===== src/design/xtm_pkg.sv =====
// Package: widths, action and status codes, controller states for the xor trie unit.
`default_nettype none
package xtm_pkg;
    localparam int KEY_BITS   = 31;
    localparam int NODE_BITS  = 16;
    localparam int NODE_COUNT = 1 << NODE_BITS;
    localparam int CNT_BITS   = 20;
    localparam int LVL_BITS   = $clog2(KEY_BITS);
    localparam logic [CNT_BITS-1:0] COUNT_MAX = {CNT_BITS{1'b1}};

    typedef logic [NODE_BITS-1:0] t_node;
    typedef logic [CNT_BITS-1:0]  t_cnt;
    typedef logic [KEY_BITS-1:0]  t_key;

    typedef enum logic [1:0] {
        ACT_INSERT = 2'd0,
        ACT_ERASE  = 2'd1,
        ACT_MAX    = 2'd2,
        ACT_MIN    = 2'd3
    } t_act;

    typedef enum logic [1:0] {
        ST_OK     = 2'd0,
        ST_EMPTY  = 2'd1,
        ST_ABSENT = 2'd2,
        ST_FULL   = 2'd3
    } t_status;

    // One node entry: both links and the pass count.
    typedef struct packed {
        t_node link0;
        t_node link1;
        t_cnt  cnt;
    } t_entry;

    localparam int ENTRY_BITS = 2 * NODE_BITS + CNT_BITS;

    typedef struct packed {
        logic   rd_en;
        t_node  rd_addr;
        logic   wr_en;
        t_node  wr_addr;
        t_entry wr_data;
    } t_mem_req;

    typedef enum logic [3:0] {
        S_IDLE,
        S_RROOT,   // read root
        S_WROOT,   // wait root data
        S_PASS1,   // probe walk, one level per PASS1/P1WAIT pair
        S_P1WAIT,
        S_DECIDE,
        S_PASS2,   // update walk
        S_P2WAIT,
        S_QUERY,
        S_QWAIT,
        S_QCHILD,
        S_QCWAIT,
        S_DONE
    } t_state;
endpackage
`default_nettype wire


===== src/design/xtm_walker.sv =====
// Walk sequencer: probes, updates and queries the trie one level at a time.
`default_nettype none
module xtm_walker (
    input  wire logic              i_clk,
    input  wire logic              i_rst_n,
    input  wire logic              i_start,
    input  wire logic              i_free,
    input  wire xtm_pkg::t_act     i_act,
    input  wire xtm_pkg::t_key     i_key,
    input  wire xtm_pkg::t_entry   i_rd_data,
    output xtm_pkg::t_mem_req      o_req,
    output logic                   o_done,
    output xtm_pkg::t_status       o_status,
    output xtm_pkg::t_key          o_xor,
    output xtm_pkg::t_key          o_partner
);
    typedef logic [xtm_pkg::LVL_BITS-1:0] t_lvl;
    typedef logic [xtm_pkg::NODE_BITS:0]  t_free;
    localparam t_lvl           TOP_LVL  = t_lvl'(xtm_pkg::KEY_BITS - 1);
    localparam t_free          FREE_RST = t_free'(2);
    localparam t_free          FREE_LIM = t_free'(xtm_pkg::NODE_COUNT);
    localparam xtm_pkg::t_node ROOT     = xtm_pkg::t_node'(1);

    xtm_pkg::t_state   r_state, n_state;
    xtm_pkg::t_act     r_act;
    xtm_pkg::t_key     r_key, r_y, n_y;
    t_lvl              r_lvl, n_lvl;
    xtm_pkg::t_node    r_u, n_u;
    xtm_pkg::t_node    r_qc, n_qc;        // preferred child during query
    xtm_pkg::t_node    r_qalt, n_qalt;    // the other child
    logic              r_qgo, n_qgo;
    t_free             r_free, n_free;
    t_free             r_miss, n_miss;
    logic              r_root_init, n_root_init;  // root not yet written since reset
    logic              r_bad, n_bad;              // erase path incomplete
    logic              r_fresh, n_fresh;          // current node allocated on this walk
    xtm_pkg::t_status  r_st, n_st;
    xtm_pkg::t_entry   w_node;
    xtm_pkg::t_mem_req w_req;
    logic              w_bit;
    xtm_pkg::t_node    w_child;
    logic              w_last;
    logic              w_zero;
    logic              w_refuse;

    // Null node, fresh nodes and the root before its first write read as zero.
    assign w_zero   = (r_u == '0) || r_fresh || (r_u == ROOT && r_root_init);
    assign w_node   = w_zero ? '0 : i_rd_data;
    assign w_bit    = r_key[r_lvl];
    assign w_child  = w_bit ? w_node.link1 : w_node.link0;
    assign w_last   = (r_lvl == '0);
    // At the decision step: store too small for the insert, or erase key absent.
    assign w_refuse = (r_act == xtm_pkg::ACT_INSERT)
                    ? ({1'b0, r_free} + {1'b0, r_miss} > {1'b0, FREE_LIM})
                    : (r_bad || w_node.cnt == '0);

    always_ff @(posedge i_clk) begin
        if (!i_rst_n) begin
            r_state     <= xtm_pkg::S_IDLE;
            r_free      <= FREE_RST;
            r_root_init <= 1'b1;
        end else begin
            r_state     <= n_state;
            r_free      <= n_free;
            r_root_init <= n_root_init;
        end
        if (i_start) begin
            r_act <= i_act;
            r_key <= i_key;
        end
        r_lvl   <= n_lvl;
        r_u     <= n_u;
        r_qc    <= n_qc;
        r_qalt  <= n_qalt;
        r_qgo   <= n_qgo;
        r_y     <= n_y;
        r_miss  <= n_miss;
        r_bad   <= n_bad;
        r_fresh <= n_fresh;
        r_st    <= n_st;
    end

    // Next state.
    always_comb begin
        n_state = r_state;
        case (r_state)
            xtm_pkg::S_IDLE:   if (i_start) n_state = xtm_pkg::S_RROOT;
            xtm_pkg::S_RROOT:  n_state = xtm_pkg::S_WROOT;
            xtm_pkg::S_WROOT: begin
                if (r_act == xtm_pkg::ACT_INSERT || r_act == xtm_pkg::ACT_ERASE) begin
                    n_state = xtm_pkg::S_PASS1;
                end else if (w_node.cnt == '0) begin
                    n_state = xtm_pkg::S_DONE;
                end else begin
                    n_state = xtm_pkg::S_QUERY;
                end
            end
            xtm_pkg::S_PASS1:  n_state = xtm_pkg::S_P1WAIT;
            xtm_pkg::S_P1WAIT: n_state =
                (w_last || (r_act == xtm_pkg::ACT_ERASE && w_child == '0)) ?
                xtm_pkg::S_DECIDE : xtm_pkg::S_PASS1;
            xtm_pkg::S_DECIDE: n_state = w_refuse ? xtm_pkg::S_DONE : xtm_pkg::S_PASS2;
            xtm_pkg::S_PASS2:  n_state = xtm_pkg::S_P2WAIT;
            xtm_pkg::S_P2WAIT: n_state = r_bad ? xtm_pkg::S_DONE : xtm_pkg::S_PASS2;
            xtm_pkg::S_QUERY:  n_state = xtm_pkg::S_QWAIT;
            xtm_pkg::S_QWAIT:  n_state = xtm_pkg::S_QCHILD;
            xtm_pkg::S_QCHILD: n_state = xtm_pkg::S_QCWAIT;
            xtm_pkg::S_QCWAIT: n_state = w_last ? xtm_pkg::S_DONE : xtm_pkg::S_QUERY;
            // Hold the result until the output register can take it.
            xtm_pkg::S_DONE:   n_state = i_free ? xtm_pkg::S_IDLE : xtm_pkg::S_DONE;
            default:           n_state = xtm_pkg::S_IDLE;
        endcase
    end

    // Datapath and memory requests.
    always_comb begin
        logic            pref;
        xtm_pkg::t_node  c;
        xtm_pkg::t_entry e;
        logic            go;
        pref = 1'b0;
        c = '0;
        e = '0;
        go = 1'b0;
        n_lvl = r_lvl;
        n_u = r_u;
        n_qc = r_qc;
        n_qalt = r_qalt;
        n_qgo = r_qgo;
        n_y = r_y;
        n_miss = r_miss;
        n_bad = r_bad;
        n_fresh = r_fresh;
        n_st = r_st;
        n_free = r_free;
        n_root_init = r_root_init;
        w_req = '0;
        case (r_state)
            xtm_pkg::S_IDLE: begin
                n_lvl = TOP_LVL;
                n_u = ROOT;
                n_y = '0;
                n_miss = '0;
                n_bad = 1'b0;
                n_fresh = 1'b0;
                n_st = xtm_pkg::ST_OK;
            end
            xtm_pkg::S_RROOT: begin
                w_req.rd_en = 1'b1;
                w_req.rd_addr = r_u;
            end
            xtm_pkg::S_WROOT: begin
                if (r_act == xtm_pkg::ACT_MIN && w_node.cnt == '0) begin
                    n_st = xtm_pkg::ST_EMPTY;
                end
            end
            xtm_pkg::S_PASS1: begin
                w_req.rd_en = 1'b1;
                w_req.rd_addr = r_u;
            end
            xtm_pkg::S_P1WAIT: begin
                // A null node has no children, so its path stays null.
                if (w_child == '0) begin
                    n_miss = r_miss + 1'b1;
                    n_bad = 1'b1;
                end
                n_u = w_child;
                n_lvl = r_lvl - 1'b1;
                if (w_last && r_act == xtm_pkg::ACT_ERASE && w_child != '0) begin
                    // Fetch the leaf; its count decides at the next step.
                    w_req.rd_en = 1'b1;
                    w_req.rd_addr = w_child;
                end
            end
            xtm_pkg::S_DECIDE: begin
                if (w_refuse) begin
                    n_st = (r_act == xtm_pkg::ACT_INSERT) ? xtm_pkg::ST_FULL
                                                          : xtm_pkg::ST_ABSENT;
                end
                n_lvl = TOP_LVL;
                n_u = ROOT;
                n_bad = 1'b0;   // now marks the leaf step in pass 2
                n_fresh = 1'b0;
            end
            xtm_pkg::S_PASS2: begin
                w_req.rd_en = 1'b1;
                w_req.rd_addr = r_u;
            end
            xtm_pkg::S_P2WAIT: begin
                // Update the current node: count, and link on insert.
                e = w_node;
                c = w_child;
                if (r_u == ROOT) n_root_init = 1'b0;
                if (r_act == xtm_pkg::ACT_INSERT) begin
                    if (e.cnt != xtm_pkg::COUNT_MAX) e.cnt = e.cnt + 1'b1;
                    if (!r_bad && c == '0) begin
                        // Allocate; the fresh node reads as zero from here on.
                        c = r_free[xtm_pkg::NODE_BITS-1:0];
                        n_free = r_free + 1'b1;
                        n_fresh = 1'b1;
                        if (w_bit) e.link1 = c; else e.link0 = c;
                    end
                end else begin
                    if (e.cnt != '0) e.cnt = e.cnt - 1'b1;
                end
                w_req.wr_en = 1'b1;
                w_req.wr_addr = r_u;
                w_req.wr_data = e;
                n_u = r_bad ? '0 : c;
                n_bad = w_last;
                n_lvl = w_last ? r_lvl : r_lvl - 1'b1;
            end
            xtm_pkg::S_QUERY: begin
                w_req.rd_en = 1'b1;
                w_req.rd_addr = r_u;
            end
            xtm_pkg::S_QWAIT: begin
                pref = w_bit ^ (r_act == xtm_pkg::ACT_MAX);
                n_qgo = pref;
                n_qc = pref ? w_node.link1 : w_node.link0;
                n_qalt = pref ? w_node.link0 : w_node.link1;
                w_req.rd_en = 1'b1;
                w_req.rd_addr = n_qc;
            end
            xtm_pkg::S_QCHILD: begin
                // Child entry arrives now and holds in the read register.
            end
            xtm_pkg::S_QCWAIT: begin
                go = r_qgo;
                c = r_qc;
                if (r_qc == '0 || i_rd_data.cnt == '0) begin
                    // Dead end: take the other child anyway.
                    go = ~r_qgo;
                    c = r_qalt;
                end
                n_y = r_y | (xtm_pkg::t_key'(go) << r_lvl);
                n_u = c;
                n_lvl = w_last ? r_lvl : r_lvl - 1'b1;
            end
            default: ;
        endcase
    end

    assign o_req     = w_req;
    assign o_done    = (r_state == xtm_pkg::S_DONE);
    assign o_status  = r_st;
    assign o_xor     = (r_act == xtm_pkg::ACT_INSERT || r_act == xtm_pkg::ACT_ERASE ||
                        r_st == xtm_pkg::ST_EMPTY) ? '0 : r_key ^ r_y;
    assign o_partner = (r_act == xtm_pkg::ACT_INSERT || r_act == xtm_pkg::ACT_ERASE) ?
                       '0 : r_y;
endmodule
`default_nettype wire


===== config.mk =====
export PLATFORM = sky130hd
export DESIGN_NAME = xtm_walker
export DESIGN_NICKNAME = d
export VERILOG_FILES = /design/src/design/xtm_pkg.sv /design/src/design/xtm_walker.sv
export SDC_FILE = /design/constraint.sdc
export NUM_CORES = 1
export LEC_CHECK = 0
export BUFFER_PORTS_ARGS = -buffer_cell sky130_fd_sc_hd__buf_2
export CORE_MARGIN = 4
export CORE_UTILIZATION = 43
export CTS_CLUSTER_SIZE = 12
export DETAILED_ROUTE_END_ITERATION = 12
export GPL_ROUTABILITY_DRIVEN = 0
export GPL_TIMING_DRIVEN = 1
export HOLD_SLACK_MARGIN = 0.1
export PLACE_DENSITY_LB_ADDON = 0.25
export SYNTH_ARGS = -nofsm -noshare
export SYNTH_HDL_FRONTEND = slang
export SYNTH_SLANG_ARGS = --single-unit

===== constraint.sdc =====
create_clock -name i_clk -period 4 [get_ports i_clk]
set_clock_uncertainty 0.15 [all_clocks]
set_input_delay 0.4 -clock i_clk [delete_from_list [all_inputs] [get_ports i_clk]]
set_output_delay 0.4 -clock i_clk [all_outputs]
set_load 0.005 [all_outputs]

==> flow_results.xml, run 1 <==
<?xml version="1.0" encoding="UTF-8"?>
<metrics>
  <group name="sta">
    <metric name="worst_case_headroom_to_the_max_slew_limit" unit="%">23.2</metric>
    <metric name="timing.final.hold_violations" unit="">0</metric>
    <metric name="unrepaired_setup_endpoints_after_global_routing" unit="">yes</metric>
    <metric name="achievable-frequency" unit="MHz">254</metric>
    <metric name="fin_setup_tns" unit="ns">0</metric>
    <metric name="setup_viol" unit="">0</metric>
    <metric name="min_period_over_period" unit="%">98.5</metric>
    <metric name="post-route-min-period" unit="ns">3.94</metric>
    <metric name="worstMarginPinSlew" unit="ns">1.14</metric>
    <metric name="report.final.slew_viol_count" unit="">0</metric>
  </group>
  <group name="logic_synthesis">
    <metric name="syn-cell-area" unit="um^2">11600</metric>
    <metric name="yosys.cell_types.count" unit="">70</metric>
    <metric name="synthArstFlopShare" unit="%">0</metric>
    <metric name="synth_top_cell_by_area" unit="">sky130_fd_sc_hd__edfxtp_1</metric>
    <metric name="synth_seq_area_share" unit="%">39.7</metric>
    <metric name="synth_net_count" unit="">1403</metric>
    <metric name="yosys_warnings" unit="">0</metric>
    <metric name="most_common_cell_in_the_netlist" unit="">sky130_fd_sc_hd__nor2_1</metric>
    <metric name="synth.avg_cell_area" unit="um^2">9.00</metric>
    <metric name="synth_top_flop_cell" unit="">sky130_fd_sc_hd__edfxtp_1</metric>
    <metric name="synth.cells.most_frequent" unit="">202 x sky130_fd_sc_hd__nor2_1, 139 x sky130_fd_sc_hd__edfxtp_1, 99 x sky130_fd_sc_hd__nand2_1</metric>
    <metric name="synth_top_cells_by_area" unit="">sky130_fd_sc_hd__edfxtp_1 36%, sky130_fd_sc_hd__nor2_1 6.5%, sky130_fd_sc_hd__mux2i_1 6.1%</metric>
    <metric name="ys_seq_elements" unit="">161</metric>
    <metric name="gate_count_post_synth" unit="">1291</metric>
    <metric name="post-synth-top-area-fraction" unit="%">35.9</metric>
    <metric name="synth-edff-count" unit="">139</metric>
  </group>
  <group name="drt">
    <metric name="ant_nets" unit="">0</metric>
    <metric name="post_drt_via_cell_ratio" unit="">6.01</metric>
    <metric name="dr_total_vias" unit="">11400</metric>
    <metric name="routed_wirelength" unit="um">40000</metric>
    <metric name="drtIter0Drc" unit="">1188</metric>
    <metric name="post_drt_wl_per_cell" unit="um">21.0</metric>
    <metric name="remaining_drc_errors" unit="">0</metric>
    <metric name="drtPass1Iterations" unit="">8</metric>
  </group>
  <group name="setup_path">
    <metric name="reg2reg_depth" unit="">11</metric>
    <metric name="worstPathCellList" unit="">nor4_4 -&gt; and4_4 -&gt; a21oi_4 -&gt; nand2_2 -&gt; inv_2 -&gt; ha_4 -&gt; nand4_1 -&gt; a2111oi_4 -&gt; a21oi_2 -&gt; buf_6 -&gt; and4_1 -&gt; a31oi_1 -&gt; xor2_1 -&gt; nor3_1 -&gt; buf_2</metric>
    <metric name="cp-start-kind" unit="">register</metric>
    <metric name="cpLargestDelayFamily" unit="">simple AND/OR/NAND/NOR gates</metric>
    <metric name="critPathBufInv" unit="">3</metric>
    <metric name="criticalPathCategory" unit="">reg -&gt; out</metric>
    <metric name="logic_depth_of_the_worst_setup_path_including_buffers" unit="">15</metric>
    <metric name="timing.critical_path.slowest_cell_delay" unit="ns">0.46</metric>
    <metric name="path_max_fanout" unit="">5</metric>
    <metric name="cp_slowest_cell" unit="">sky130_fd_sc_hd__edfxtp_1</metric>
    <metric name="critPathArrivalTime" unit="ns">3.39</metric>
    <metric name="critPathRequiredTime" unit="ns">3.45</metric>
    <metric name="endpoint_kind" unit="">output port</metric>
  </group>
  <group name="die">
    <metric name="core.rowCount" unit="">59</metric>
    <metric name="start_util" unit="%">44.1</metric>
    <metric name="die_footprint" unit="um^2">29700</metric>
    <metric name="core_region_area" unit="um^2">26400</metric>
    <metric name="die_x" unit="um">172</metric>
    <metric name="die_h" unit="um">172</metric>
    <metric name="top_level_ports" unit="">240</metric>
  </group>
  <group name="cells_and_area">
    <metric name="layout.nets" unit="">1663</metric>
    <metric name="multi_input_comb_area" unit="um^2">6730</metric>
    <metric name="nFillCells" unit="">2390</metric>
    <metric name="layout.area.seq" unit="um^2">4610</metric>
    <metric name="syn_to_final_growth" unit="%">25.4</metric>
    <metric name="antennaDiodeCount" unit="">0</metric>
    <metric name="final_layout_size_suffix_gt1_share" unit="%">25.3</metric>
  </group>
  <group name="min_path">
    <metric name="min_path_cells" unit="">2</metric>
    <metric name="hp-class" unit="">in -&gt; reg</metric>
  </group>
  <group name="clocking">
    <metric name="numCtsBuffers" unit="">17</metric>
    <metric name="root_buffer" unit="">sky130_fd_sc_hd__clkbuf_16</metric>
    <metric name="path_clk_slew" unit="ns">0.08</metric>
    <metric name="h-tree-depth" unit="">4</metric>
    <metric name="clock_sink_count" unit="">161</metric>
    <metric name="worstSkewPairLatency" unit="ns">0.44</metric>
    <metric name="cts.path.max_buffers" unit="">2</metric>
    <metric name="tritoncts" unit="">done</metric>
  </group>
  <group name="placement">
    <metric name="port_buffers" unit="">239</metric>
    <metric name="dpl.hpwl" unit="um">28400</metric>
  </group>
  <group name="grt">
    <metric name="grt_max_degree" unit="">57</metric>
    <metric name="first_global_vias" unit="">10500</metric>
    <metric name="initial_antenna_violation_count" unit="">0</metric>
    <metric name="gr-total-overflow" unit="">0</metric>
    <metric name="global_routing_usage_summed_across_all_routing_layers" unit="%">25.4</metric>
    <metric name="wire_length_of_the_first_global_routing_pass" unit="um">58700</metric>
  </group>
  <group name="flow_run">
    <metric name="number_of_max_cap_violations" unit="">0</metric>
  </group>
  <group name="power_and_ir_drop">
    <metric name="swShare" unit="%">34.8</metric>
    <metric name="clkPwrFrac" unit="%">28.1</metric>
    <metric name="power.leakage" unit="nW">5.90</metric>
    <metric name="p_comb_share" unit="%">33.7</metric>
    <metric name="seqPwrFrac" unit="%">38.2</metric>
    <metric name="max-vdd-ir-drop" unit="mV">0.354</metric>
    <metric name="power_per_cell_area" unit="nW/um^2">408</metric>
    <metric name="report.power.total" unit="mW">5.94</metric>
    <metric name="total_switching_power" unit="mW">2.07</metric>
    <metric name="internal_power" unit="mW">3.87</metric>
  </group>
  <group name="run_status">
    <metric name="run_status" unit="">complete, no violations</metric>
  </group>
</metrics>
## state kept, by name, indices dropped and copies added, names as in the netlist
signal / flops
r_bad: 1
r_key: 31
r_qgo: 1
r_fresh: 1
r_miss: 17
r_root_init: 1
r_qc: 16
r_free: 17
r_qalt: 16
r_lvl: 5
r_state: 4
r_u: 16
r_y: 31
r_act: 2
o_status: 2
## cell type report
cell class	count	share of cell area [%]
Clock buffer	17	2.92
Clock inverter	15	1.17
Inverter	25	0.644
Multi-Input combinational cell	1014	46.2
Sequential cell	161	31.7
Tap cell	335	2.88
Timing Repair Buffer	332	14.5
## path summary, 6_finish.rpt
kind,startpoint,to,slack [ns]
worst max-delay path,r_u[11]$_DFFE_PP_,o_req[4],0.06
worst min-delay path,i_rst_n,r_free[1]$_SDFFE_PN1P_,0.18
worst max register to register,r_free[0]$_SDFFE_PN0P_,o_status[1]$_DFFE_PP_,0.28
worst min register to register,r_root_init$_SDFFE_PN1P_,r_root_init$_SDFFE_PN1P_,0.33
## power groups by stage
| stage | Sequential (mW) | Clock, mW | Combinational [mW] |
|---|---|---|---|
| 6_report | 2.27 | 1.67 | 2.00 |
| 3_5_place_dp | 2.29 | 0 | 1.69 |
| 3_3_place_gp | 2.28 | 0 | 1.68 |
| 4_1_cts | 2.26 | 1.68 | 1.81 |
| 2_1_floorplan | 2.21 | 0 | 1.20 |
| 5_1_grt | 2.29 | 1.75 | 2.16 |
## what timing repair did
item / in CTS / in global routing
setup buffers: 4 / 16
pin swaps: 1 / 15
hold endpoints to repair: 33 / 0
gates cloned: 1 / 4
endpoints found under the setup margin: 44 / 46
resized for setup: 13 / 41
hold buffers: 33 / 0
## placed cells by master, fill, tap and decap left out, types with 5 or more instances in the layout
| cell type | count |
|---|---|
| sky130_fd_sc_hd__nand3_1 | 28 |
| sky130_fd_sc_hd__nor4_1 | 23 |
| sky130_fd_sc_hd__o21ai_1 | 6 |
| sky130_fd_sc_hd__a21oi_1 | 73 |
| sky130_fd_sc_hd__nand4_1 | 17 |
| sky130_fd_sc_hd__nand3_2 | 6 |
| sky130_fd_sc_hd__a32oi_1 | 31 |
| sky130_fd_sc_hd__a31oi_1 | 6 |
| sky130_fd_sc_hd__nor3_1 | 27 |
| sky130_fd_sc_hd__nor2_1 | 200 |
| sky130_fd_sc_hd__and3_1 | 19 |
| sky130_fd_sc_hd__nor2b_1 | 10 |
| sky130_fd_sc_hd__dfxtp_1 | 22 |
| sky130_fd_sc_hd__and2_1 | 63 |
| sky130_fd_sc_hd__mux4_2 | 8 |
| sky130_fd_sc_hd__ha_1 | 21 |
| sky130_fd_sc_hd__nor3_2 | 5 |
| sky130_fd_sc_hd__a211oi_1 | 10 |
| sky130_fd_sc_hd__a21o_1 | 10 |
| sky130_fd_sc_hd__xor2_1 | 20 |
| sky130_fd_sc_hd__and4_1 | 8 |
| sky130_fd_sc_hd__inv_1 | 23 |
| sky130_fd_sc_hd__mux2i_1 | 69 |
| sky130_fd_sc_hd__o221ai_1 | 17 |
| sky130_fd_sc_hd__o21ai_0 | 45 |
| sky130_fd_sc_hd__or2_2 | 7 |
| sky130_fd_sc_hd__clkbuf_16 | 20 |
| sky130_fd_sc_hd__buf_2 | 240 |
| sky130_fd_sc_hd__dlygate4sd3_1 | 33 |
| sky130_fd_sc_hd__o211ai_1 | 6 |
| sky130_fd_sc_hd__nand2b_1 | 8 |
| sky130_fd_sc_hd__buf_4 | 46 |
| sky130_fd_sc_hd__edfxtp_1 | 139 |
| sky130_fd_sc_hd__a22oi_1 | 22 |
| sky130_fd_sc_hd__xnor2_1 | 55 |
| sky130_fd_sc_hd__a221oi_1 | 5 |
| sky130_fd_sc_hd__nand2_1 | 96 |
| sky130_fd_sc_hd__or3_1 | 9 |
## per-layer routing
layer	vias to the layer above	GRT usage, %	share of wire, %
li1	5303	-	-
met1	5357	35.5	42
met2	680	39.8	46
met3	81	5.30	9.6
met4	0	7.69	2.5
met5	-	0	0
## through the flow
stage	util (%)	setup slack, ns	cell area [um^2]	std cells	hold WS, ns
floorplan	-	0.140	11600	1291	0.281
global placement	49.9	0.0346	13200	1809	0.292
detailed placement	49.9	-0.0735	13200	1809	0.330
CTS	53.9	-0.0380	14200	1879	0.155
global route	55.3	-0.0887	14600	1899	0.171
finish	55.3	0.0618	14600	1899	0.175
## logic make-up (layout without fill, tap and decap cells)
group                    Yosys count  after routing  synth area share [%]
AND/OR/NAND/NOR                  555            555                  23.5
AO/OA/AOI/OAI                    278            278                  16.0
flip-flops                       161            161                  39.7
buffers and inverters            116            389                  4.32
multiplexers                      82             82                  7.99
XOR/XNOR                          76             76                  5.89
adder cells (fa/ha/maj)           23             23                  2.54
Power figures use the tool's default switching activity.
==> run 2: changes to the inputs <==
--- a/config.mk
+++ b/config.mk
@@ -14,6 +14,7 @@
 export GPL_TIMING_DRIVEN = 1
 export HOLD_SLACK_MARGIN = 0.1
 export PLACE_DENSITY_LB_ADDON = 0.25
+export RECOVER_POWER = 100
 export SYNTH_ARGS = -nofsm -noshare
 export SYNTH_HDL_FRONTEND = slang
 export SYNTH_SLANG_ARGS = --single-unit
==> run 2 against run 1 <==
The flow now finishes with violations (capacitance limit, slew limit). Wire length is 0.25% higher. Via count down 0.38%. Critical path depth unchanged. Critical endpoint unchanged. Largest power group unchanged. Fmax is 0.25% lower.
==> flow_results.xml, run 2 (synthesized netlist as in run 1, its figures left out) <==
<?xml version="1.0" encoding="UTF-8"?>
<metrics>
  <group name="sta">
    <metric name="setup_viol" unit="">0</metric>
    <metric name="worst_case_headroom_to_the_max_slew_limit" unit="%">-28.4</metric>
    <metric name="timing.final.hold_violations" unit="">0</metric>
    <metric name="report.final.slew_viol_count" unit="">67</metric>
    <metric name="post-route-worst-setup-slack" unit="ns">0.0518</metric>
    <metric name="worstMarginPinSlew" unit="ns">1.93</metric>
    <metric name="achievable-frequency" unit="MHz">253</metric>
    <metric name="min_period_over_period" unit="%">98.7</metric>
    <metric name="unrepaired_setup_endpoints_after_global_routing" unit="">yes</metric>
    <metric name="post-route-min-period" unit="ns">3.95</metric>
  </group>
  <group name="drt">
    <metric name="post_drt_wl_per_cell" unit="um">21.1</metric>
    <metric name="post_drt_via_cell_ratio" unit="">5.99</metric>
    <metric name="drtPass1Iterations" unit="">5</metric>
    <metric name="route.met3.wl" unit="um">3750</metric>
    <metric name="remaining_drc_errors" unit="">0</metric>
    <metric name="dr_total_vias" unit="">11400</metric>
    <metric name="wl_met2" unit="um">18400</metric>
    <metric name="route.layer.met1.wl" unit="um">17000</metric>
    <metric name="ant_nets" unit="">0</metric>
    <metric name="routed_wirelength" unit="um">40100</metric>
    <metric name="drtIter0Drc" unit="">1248</metric>
    <metric name="highest_layer" unit="">met4</metric>
  </group>
  <group name="cells_and_area">
    <metric name="layout_common_cells" unit="">201 x sky130_fd_sc_hd__nor2_1, 199 x sky130_fd_sc_hd__buf_2, 139 x sky130_fd_sc_hd__edfxtp_1</metric>
    <metric name="layout.cells.most_common" unit="">sky130_fd_sc_hd__nor2_1</metric>
    <metric name="layout.nets" unit="">1663</metric>
    <metric name="final_layout_size_suffix_gt1_share" unit="%">22.3</metric>
    <metric name="antennaDiodeCount" unit="">0</metric>
    <metric name="syn_to_final_growth" unit="%">24.6</metric>
    <metric name="largestRegisters" unit="">r_key (31), r_y (31)</metric>
    <metric name="nFillCells" unit="">2424</metric>
    <metric name="finish.utilization" unit="%">54.9</metric>
  </group>
  <group name="placement">
    <metric name="pre_cts_slack" unit="ns">-0.0735</metric>
    <metric name="dpl.hpwl" unit="um">28400</metric>
    <metric name="port_buffers" unit="">239</metric>
  </group>
  <group name="die">
    <metric name="start_util" unit="%">44.1</metric>
    <metric name="core_region_area" unit="um^2">26400</metric>
    <metric name="top_level_ports" unit="">240</metric>
    <metric name="die_h" unit="um">172</metric>
    <metric name="die_footprint" unit="um^2">29700</metric>
    <metric name="core.rowCount" unit="">59</metric>
    <metric name="die_x" unit="um">172</metric>
  </group>
  <group name="clocking">
    <metric name="cts.path.max_buffers" unit="">2</metric>
    <metric name="h-tree-depth" unit="">4</metric>
    <metric name="root_buffer" unit="">sky130_fd_sc_hd__clkbuf_16</metric>
    <metric name="tritoncts" unit="">done</metric>
    <metric name="numCtsBuffers" unit="">17</metric>
    <metric name="path_clk_slew" unit="ns">0.07</metric>
    <metric name="worstSkewPairLatency" unit="ns">0.44</metric>
    <metric name="clock_sink_count" unit="">161</metric>
  </group>
  <group name="setup_path">
    <metric name="critPathBufInv" unit="">3</metric>
    <metric name="cp-start-kind" unit="">register</metric>
    <metric name="worstPathCellList" unit="">nor4_4 -&gt; and4_4 -&gt; a21oi_4 -&gt; nand2_2 -&gt; inv_2 -&gt; ha_4 -&gt; nand4_1 -&gt; a2111oi_4 -&gt; a21oi_2 -&gt; buf_6 -&gt; and4_1 -&gt; a31oi_1 -&gt; xor2_1 -&gt; nor3_1 -&gt; buf_2</metric>
    <metric name="timing.critical_path.slowest_cell_delay" unit="ns">0.45</metric>
    <metric name="critPathRequiredTime" unit="ns">3.45</metric>
    <metric name="endpoint_kind" unit="">output port</metric>
    <metric name="reg2reg_depth" unit="">11</metric>
    <metric name="path_max_fanout" unit="">5</metric>
    <metric name="reg2reg_setup_slack" unit="ns">0.28</metric>
    <metric name="cpLargestDelayFamily" unit="">simple AND/OR/NAND/NOR gates</metric>
    <metric name="criticalPathCategory" unit="">reg -&gt; out</metric>
    <metric name="critPathArrivalTime" unit="ns">3.40</metric>
    <metric name="cp_slowest_cell" unit="">sky130_fd_sc_hd__edfxtp_1</metric>
    <metric name="logic_depth_of_the_worst_setup_path_including_buffers" unit="">15</metric>
  </group>
  <group name="grt">
    <metric name="grt_max_degree" unit="">57</metric>
    <metric name="global_routing_usage_summed_across_all_routing_layers" unit="%">25.4</metric>
    <metric name="wire_length_of_the_first_global_routing_pass" unit="um">58700</metric>
    <metric name="first_global_vias" unit="">10500</metric>
    <metric name="gr-total-overflow" unit="">0</metric>
    <metric name="initial_antenna_violation_count" unit="">0</metric>
  </group>
  <group name="power_and_ir_drop">
    <metric name="power.leakage" unit="nW">5.71</metric>
    <metric name="power_per_cell_area" unit="nW/um^2">409</metric>
    <metric name="max-vdd-ir-drop" unit="mV">0.355</metric>
  </group>
  <group name="min_path">
    <metric name="min_path_cells" unit="">2</metric>
    <metric name="hp-class" unit="">in -&gt; reg</metric>
  </group>
  <group name="run_status">
    <metric name="failed_checks" unit="">capacitance limit, slew limit</metric>
    <metric name="run_status" unit="">complete, but fails checks</metric>
  </group>
  <group name="flow_run">
    <metric name="number_of_max_cap_violations" unit="">2</metric>
  </group>
</metrics>
## run 2: worst register-to-register path, delay by kind of cell, from the launching register on
kind | cells | cell delay [ns]
compound gates | 5 | 1.27
xor+xnor | 1 | 0.17
fa+ha+maj | 2 | 0.65
simple gates | 2 | 0.69
buf+inv | 1 | 0.07
flops | 1 | 0.47
## run 2: worst paths after layout
check                                                end                startpoint
worst min register to register  r_root_init$_SDFFE_PN1P_  r_root_init$_SDFFE_PN1P_
worst max-delay path                            o_req[4]         r_u[11]$_DFFE_PP_
worst min-delay path              r_free[1]$_SDFFE_PN1P_                   i_rst_n
worst max register to register     o_status[1]$_DFFE_PP_    r_free[0]$_SDFFE_PN0P_
## run 2: report_power, final
part	internal (mW)	total [mW]	switching (mW)
sequential	2.08	2.27	0.195
combinational	0.884	1.98	1.10
clock	0.890	1.67	0.777
## run 2: layer usage
metal  track usage [%]  vias up
met5                 0        -
met4              7.69        0
met3              5.30       76
met2              39.8      638
met1              35.5     5373
li1                  -     5291
## run 2: final cells by class
cell class,count,area (um^2),area share (%)
Multi-Input combinational cell,1014,6700,46.3
Sequential cell,161,4610,31.9
Timing Repair Buffer,332,2050,14.2
Clock buffer,17,425,2.94
Tap cell,335,419,2.90
Clock inverter,15,170,1.18
Inverter,25,93.8,0.648
## run 2: repair_timing
item / CTS / global route
endpoints found under the hold margin: 33 / 0
pin swaps: 1 / 15
endpoints found under the setup margin: 44 / 46
cloned: 1 / 4
gates resized for setup: 13 / 41
hold buffers: 33 / 0
setup buffers: 4 / 16
## run 2: through the flow
step	setup TNS [ns]	cells	hold slack [ns]	instance area (um^2)	total power, mW
after detailed placement	-0.133	1809	0.330	13200	3.98
after floorplan	0	1291	0.281	11600	3.41
after CTS	-0.0969	1879	0.155	14200	5.75
after global placement	0	1809	0.292	13200	3.96
final	0	1899	0.173	14500	5.92
after global routing	-0.529	1899	0.171	14500	6.18
